**src/rita_pkg.sv**
```systemverilog
`default_nettype none

package rita_pkg;

  // Default sizes of the converter.
  localparam int DEF_VALUE_BITS = 32;
  localparam int DEF_MAX_DIGITS = 32;

  // Fixed field widths.
  localparam int RADIX_W    = 6;
  localparam int CHAR_W     = 7;
  localparam int OUT_DATA_W = ((CHAR_W + 7) / 8) * 8;

  // Radix limits and digit encoding.
  localparam logic [RADIX_W-1:0] RADIX_MIN   = 6'd2;
  localparam logic [RADIX_W-1:0] RADIX_MAX   = 6'd36;
  localparam logic [RADIX_W-1:0] DIGIT_TEN   = 6'd10;
  localparam logic [CHAR_W-1:0]  ASCII_ZERO  = 7'h30;
  localparam logic [CHAR_W-1:0]  ASCII_UPPER = 7'h41;

  typedef enum logic [1:0] {
    ST_IDLE,
    ST_DIV,
    ST_READ,
    ST_LOAD
  } rita_state_t;

  typedef struct packed {
    logic load;
    logic div_step;
    logic rd_en;
    logic out_load;
  } rita_cmd_t;

  typedef struct packed {
    logic conv_done;
    logic rd_last;
    logic out_free;
  } rita_sts_t;

  function automatic logic [RADIX_W-1:0] clamp_radix(input logic [RADIX_W-1:0] r);
    logic [RADIX_W-1:0] res;
    res = r;
    if (r < RADIX_MIN) begin
      res = RADIX_MIN;
    end else if (r > RADIX_MAX) begin
      res = RADIX_MAX;
    end
    return res;
  endfunction

  function automatic logic [CHAR_W-1:0] digit_to_ascii(input logic [RADIX_W-1:0] d);
    logic [CHAR_W-1:0] res;
    if (d < DIGIT_TEN) begin
      res = ASCII_ZERO + CHAR_W'(d);
    end else begin
      res = ASCII_UPPER + CHAR_W'(d - DIGIT_TEN);
    end
    return res;
  endfunction

endpackage

`default_nettype wire

```
**src/radix_integer_to_ascii.sv**
```systemverilog
`default_nettype none

// Channel | Direction | Handshake            | Payload
// in_     | slave     | in_tvalid/in_tready   | tdata: value, radix
// out_    | master    | out_tvalid/out_tready | tdata: digit_char; tlast: last_digit
//
// Each digit comes from a full pass of the bit-serial divider over all VALUE_BITS
// bits of the value, one dividend bit per cycle. Emission then reads the digit
// memory (ST_READ) and loads the output register (ST_LOAD) for each digit; the
// load waits while the output is stalled. Words are accepted in ST_IDLE.
// A new word is accepted once the last digit sits in the output register.
// Reset (rst_n low, synchronous) returns the controller to idle and empties
// the output register; the digit memory is not cleared.

module radix_integer_to_ascii
  import rita_pkg::*;
#(
  parameter int VALUE_BITS = DEF_VALUE_BITS,
  parameter int MAX_DIGITS = DEF_MAX_DIGITS
) (
  input  wire logic                                           clk,
  input  wire logic                                           rst_n,
  input  wire logic                                           in_tvalid,
  output logic                                                in_tready,
  // value, radix (from the lowest bit up), zero padding to whole bytes
  input  wire logic [((VALUE_BITS + RADIX_W + 7) / 8) * 8 - 1:0] in_tdata,
  output logic                                                out_tvalid,
  input  wire logic                                           out_tready,
  // digit_char, zero padding to whole bytes
  output logic [OUT_DATA_W-1:0]                               out_tdata,
  // last_digit
  output logic                                                out_tlast
);

  rita_cmd_t         cmd;
  rita_sts_t         sts;
  logic [CHAR_W-1:0] digit_char;

  rita_ctrl u_ctrl (
    .clk      (clk),
    .rst_n    (rst_n),
    .in_valid (in_tvalid),
    .in_ready (in_tready),
    .sts      (sts),
    .cmd      (cmd)
  );

  rita_dp #(
    .VALUE_BITS (VALUE_BITS),
    .MAX_DIGITS (MAX_DIGITS)
  ) u_dp (
    .clk       (clk),
    .rst_n     (rst_n),
    .cmd       (cmd),
    .sts       (sts),
    .in_value  (in_tdata[VALUE_BITS-1:0]),
    .in_radix  (in_tdata[VALUE_BITS +: RADIX_W]),
    .out_char  (digit_char),
    .out_last  (out_tlast),
    .out_valid (out_tvalid),
    .out_ready (out_tready)
  );

  assign out_tdata = OUT_DATA_W'(digit_char);

endmodule

`default_nettype wire

```
**src/rita_ctrl.sv**
```systemverilog
`default_nettype none

module rita_ctrl
  import rita_pkg::*;
(
  input  wire logic      clk,
  input  wire logic      rst_n,
  input  wire logic      in_valid,
  output logic           in_ready,
  input  wire rita_sts_t sts,
  output rita_cmd_t      cmd
);

  rita_state_t state_r;
  rita_state_t state_nxt;

  always_ff @(posedge clk) begin
    if (!rst_n) begin
      state_r <= ST_IDLE;
    end else begin
      state_r <= state_nxt;
    end
  end

  always_comb begin
    state_nxt = state_r;
    cmd       = '0;
    in_ready  = 1'b0;
    case (state_r)
      ST_IDLE: begin
        in_ready = 1'b1;
        if (in_valid) begin
          cmd.load  = 1'b1;
          state_nxt = ST_DIV;
        end
      end
      ST_DIV: begin
        cmd.div_step = 1'b1;
        if (sts.conv_done) begin
          state_nxt = ST_READ;
        end
      end
      ST_READ: begin
        cmd.rd_en = 1'b1;
        state_nxt = ST_LOAD;
      end
      ST_LOAD: begin
        // Hold the fetched digit until the output register can take it.
        if (sts.out_free) begin
          cmd.out_load = 1'b1;
          state_nxt    = sts.rd_last ? ST_IDLE : ST_READ;
        end
      end
      default: begin
        state_nxt = ST_IDLE;
      end
    endcase
  end

endmodule

`default_nettype wire

```
**src/rita_dp.sv**
```systemverilog
`default_nettype none

module rita_dp
  import rita_pkg::*;
#(
  parameter int VALUE_BITS = DEF_VALUE_BITS,
  parameter int MAX_DIGITS = DEF_MAX_DIGITS
) (
  input  wire logic                  clk,
  input  wire logic                  rst_n,
  input  wire rita_cmd_t             cmd,
  output rita_sts_t                  sts,
  input  wire logic [VALUE_BITS-1:0] in_value,
  input  wire logic [RADIX_W-1:0]    in_radix,
  output logic [CHAR_W-1:0]          out_char,
  output logic                       out_last,
  output logic                       out_valid,
  input  wire logic                  out_ready
);

  localparam int BIT_W = $clog2(VALUE_BITS);
  localparam int IDX_W = $clog2(MAX_DIGITS);
  localparam int CNT_W = $clog2(MAX_DIGITS + 1);

  logic [VALUE_BITS-1:0] quo_r;
  logic [RADIX_W-1:0]    rem_r;
  logic [RADIX_W-1:0]    radix_r;
  logic [BIT_W-1:0]      bit_cnt_r;
  logic [CNT_W-1:0]      n_r;
  logic [IDX_W-1:0]      rd_ptr_r;
  logic [RADIX_W-1:0]    rd_data_r;
  logic                  rd_last_r;
  logic [CHAR_W-1:0]     out_char_r;
  logic                  out_last_r;
  logic                  out_valid_r;

  logic [RADIX_W-1:0]    mem [MAX_DIGITS];

  logic [RADIX_W:0]      trial;
  logic                  q_bit;
  logic [RADIX_W-1:0]    rem_nxt;
  logic [VALUE_BITS-1:0] quo_nxt;
  logic                  bit_last;
  logic                  out_free;

  // One restoring division step: shift the next dividend bit into the remainder.
  always_comb begin
    trial    = {rem_r, quo_r[VALUE_BITS-1]};
    q_bit    = (trial >= {1'b0, radix_r});
    rem_nxt  = q_bit ? RADIX_W'(trial - {1'b0, radix_r}) : RADIX_W'(trial);
    quo_nxt  = {quo_r[VALUE_BITS-2:0], q_bit};
    bit_last = (bit_cnt_r == '0);
    out_free = !out_valid_r || out_ready;
  end

  assign sts.conv_done = bit_last &&
                         ((quo_nxt == '0) || (n_r == CNT_W'(MAX_DIGITS - 1)));
  assign sts.rd_last   = rd_last_r;
  assign sts.out_free  = out_free;

  always_ff @(posedge clk) begin
    if (!rst_n) begin
      n_r       <= '0;
      bit_cnt_r <= '0;
    end else if (cmd.load) begin
      n_r       <= '0;
      bit_cnt_r <= BIT_W'(VALUE_BITS - 1);
    end else if (cmd.div_step) begin
      if (bit_last) begin
        n_r       <= n_r + 1'b1;
        bit_cnt_r <= BIT_W'(VALUE_BITS - 1);
      end else begin
        bit_cnt_r <= bit_cnt_r - 1'b1;
      end
    end
  end

  always_ff @(posedge clk) begin
    if (!rst_n) begin
      quo_r <= '0;
    end else if (cmd.load) begin
      quo_r   <= in_value;
      rem_r   <= '0;
      radix_r <= clamp_radix(in_radix);
    end else if (cmd.div_step) begin
      quo_r <= quo_nxt;
      // The remainder restarts at zero for the next digit.
      rem_r <= bit_last ? '0 : rem_nxt;
    end
  end

  always_ff @(posedge clk) begin
    if (cmd.div_step && bit_last) begin
      mem[n_r[IDX_W-1:0]] <= rem_nxt;
    end
  end

  always_ff @(posedge clk) begin
    if (cmd.rd_en) begin
      rd_data_r <= mem[rd_ptr_r];
      rd_last_r <= (rd_ptr_r == '0);
    end
  end

  // Digits are read back most significant first.
  always_ff @(posedge clk) begin
    if (cmd.div_step && bit_last) begin
      rd_ptr_r <= n_r[IDX_W-1:0];
    end else if (cmd.out_load) begin
      rd_ptr_r <= rd_ptr_r - 1'b1;
    end
  end

  always_ff @(posedge clk) begin
    if (!rst_n) begin
      out_valid_r <= 1'b0;
    end else if (cmd.out_load) begin
      out_valid_r <= 1'b1;
    end else if (out_ready) begin
      out_valid_r <= 1'b0;
    end
  end

  always_ff @(posedge clk) begin
    if (cmd.out_load) begin
      out_char_r <= digit_to_ascii(rd_data_r);
      out_last_r <= rd_last_r;
    end
  end

  assign out_char  = out_char_r;
  assign out_last  = out_last_r;
  assign out_valid = out_valid_r;

endmodule

`default_nettype wire
```
**config.mk**
```make
export PLATFORM = sky130hd
export DESIGN_NAME = radix_integer_to_ascii
export DESIGN_NICKNAME = d
export VERILOG_FILES = /design/src/rita_pkg.sv /design/src/radix_integer_to_ascii.sv /design/src/rita_ctrl.sv /design/src/rita_dp.sv
export SDC_FILE = /design/constraint.sdc
export NUM_CORES = 1
export LEC_CHECK = 0
export BUFFER_PORTS_ARGS = -buffer_cell sky130_fd_sc_hd__buf_4
export CAP_MARGIN = 20
export CORE_MARGIN = 3
export CORE_UTILIZATION = 45
export DETAILED_ROUTE_END_ITERATION = 10
export PLACE_DENSITY = 0.64
export SYNTH_ARGS = -nofsm -noshare
export SYNTH_HDL_FRONTEND = slang
export SYNTH_SLANG_ARGS = --single-unit
```
**constraint.sdc**
```tcl
create_clock -name clk -period 2.65 [get_ports clk]
set_clock_uncertainty 0.2 [all_clocks]
set_input_delay 0.6625 -clock clk [delete_from_list [all_inputs] [get_ports clk]]
set_output_delay 0.6625 -clock clk [all_outputs]
set_load 0.01 [all_outputs]
```
==> metrics.txt <==
Rel. slew slack 48.6%; Final nets 975; Detail Placement HPWL 15300 um; RSZ-0062 raised after global routing no; leak pwr 4.68 nW; post-route cell area 0.0135 sq mm; clock share of power 26.3%; I/O pin total 55; Clk Latency, worst-skew pair 530 ps; Clock Sinks 270; area of the mapped netlist 0.0114 sq mm; dpl cells 1208; Synth cell types 56; Min-Delay Path Class input pin to register; Via Count 6873; commonest non-fill, non-tap cell in the layout edfxtp_1; register-to-register setup slack 170 ps; Final Hold Vio Count 0; Worst R2R Start u_dp.rem_r[3]; filler cell count 2028; hold path start in_tdata[37]; Max Buffers Root-to-Sink 3; initial drt markers 360; status complete, no violations; total grt overflow 0; crit path time final 2480 ps; number of gates resized after cts 0; Worst EP required 2710 ps; WP data arrival 2540 ps; DR DRC count 0; DR WL/cell 18.3 um; Peak VDD IR 718 uV; Final GP Congestion 0.824; Cells on Worst Hold Path 1; Core Region 0.0245 sq mm; max frequency 404 MHz; via count of the first global-routing pass 7019; number of synthesized flops with an enable pin 224; die span in y 165 um; worst reg2reg path depth 6; Tightest Pin Transition 769 ps; Synth Area per Inst 14.0 sq um; Final Util 55.0%; nature of the critical path startpoint register; total wire length 23000 um; Max-Cap Viols 0; Switch Pwr 0.00457 W; TNS Setup 0 ps; post-route insts no fill 1259; Tot GR Track Use 17.5%; final worst-path cycle share 93.5%; DIE AREA 0.0272 sq mm; port bufs 51; worst r2r dst u_dp.mem[5][1]; clk slew on worst S/H paths 60 ps; Final Max Slew Viols 0; H-tree Lvls 1; postcts setup bufs 0; # setup viols final 0; Routed Antenna Nets 0; Root Buffer clkbuf_16; Ant. Diodes 0; Setup CP Type register to register; Vias/cell 5.46; Gate power share 31.2%; cts bufs inserted 28; Sw Share 31.3%; Seq/Total Area, Yosys 67.3%; commonest non-fill, non-tap cells in the layout 224 x edfxtp_1, 106 x buf_4, 56 x nor2_1, 55 x nand2_1, 55 x a21oi_1; largest net degree at the start of global routing 42; Synth Register Bits 270; Sequential Power Share 42.5%; initial core utilization 46.3%; Syn Nets 873; std cell rows 57; Main synth FF type edfxtp_1; Syn-to-layout area delta 18.8%; pwr dens 1080 mW/mm^2; share of async-settable or async-resettable flops after synthesis 0%; Synth warnings 0; TritonCTS clock tree yes; Die Wd 165 um; Post-Synthesis Cells 812; first-pass GRT wire length 37400 um; initial antenna violation count 0; internal power 0.0100 W; DRT Pass-1 Iters 5; crit-path max FO 32; worst setup path start u_dp.rem_r[3]; Hold Path Sink u_dp.radix_r[5]; Setup crit end kind register; Hold-fix buffers, CTS 0; layout cells sized above 1 24.6%; Post-DP Area 0.0126 sq mm
[synth_stat cells, types with 14 or more instances]
library cell / n / area share, %
inv_1: 19 / 0.63
buf_2: 16 / 0.70
nand2_1: 59 / 1.9
a211oi_1: 23 / 1.5
mux2i_1: 20 / 1.8
ha_1: 16 / 1.8
nor2_1: 57 / 1.9
edfxtp_1: 224 / 59
mux4_2: 14 / 2.8
clkbuf_1: 23 / 0.76
nor2b_1: 24 / 1.3
mux2_2: 44 / 4.4
o22ai_1: 17 / 0.94
dfxtp_1: 46 / 8.1
a22oi_1: 39 / 2.6
a21oi_1: 56 / 2.5
[critical path, stage by stage (launching register included)]
cell and delay [ps]:
edfxtp_1 410, ha_1 380, a21o_1 220, a211oi_2 290, o21ai_4 170, mux2_2 350, buf_12 180
[per-layer routing]
metal  vias to the layer above  global-route usage [%]  wire length (um)
met3                        46                    2.61              1110
met4                         0                    5.53               690
met2                       169                    28.7             10900
met1                      3350                    24.2             10400
met5                         -                       0                 0
li1                       3308                       -                 -
[cell type report]
type	count	area, sq um	area share [%]
clock buffers	37	756	5.60
multi-input cells	479	3480	25.8
flip-flops and latches	270	7650	56.6
inverters	19	71.3	0.528
repair buffers	116	996	7.38
well taps	324	405	3.00
clock inverters	14	145	1.07
[state kept, by name (all words and copies together), names as in the netlist]
register,cells
u_dp.out_valid,1
u_dp.quo_r,32
u_dp.rem_r,6
u_dp.mem,192
u_dp.out_char,7
u_dp.n_r,6
u_dp.rd_ptr_r,5
u_dp.rd_data_r,6
u_dp.out_last,1
u_dp.radix_r,6
u_dp.rd_last_r,1
u_ctrl.state_r,2
u_dp.bit_cnt_r,5
[stage by stage]
stage	power (W)	setup slack (ps)	hold WS [ps]
final	0.0146	172	167
after CTS	0.0148	37.8	141
after floorplan	0.00893	197	226
after global placement	0.0108	106	259
after detailed placement	0.0109	70.4	262
after global routing	0.0154	13.0	148
[worst max path at each step]
stage,slack (ps),to
floorplan,200,u_dp.mem[28][0]
global placement,110,u_dp.mem[1][1]
detailed placement,70,u_dp.mem[1][1]
CTS,40,u_dp.mem[20][1]
global route,10,u_dp.mem[27][5]
finish,170,u_dp.mem[5][1]
[power groups by stage]
stage                     Clock [W]  Combinational [W]  Sequential, W
after floorplan                   0            0.00270        0.00623
after global placement            0            0.00446        0.00629
after detailed placement          0            0.00460        0.00630
after CTS                   0.00394            0.00461        0.00621
after global routing        0.00409            0.00502        0.00626
final                       0.00384            0.00456        0.00622
[logic make-up after synthesis]
group	after synthesis	share of synthesized area [%]
AOI/OAI and AO/OA	175	10.1
xor gates and xnor gates	15	1.16
adders and majority gates	17	1.94
buffers and inverters	63	2.36
DFF	270	67.3
muxes	78	8.90
other	1	0.0330
and+or+nand+nor	193	8.25
No activity file was read; power rests on OpenSTA's default activity.
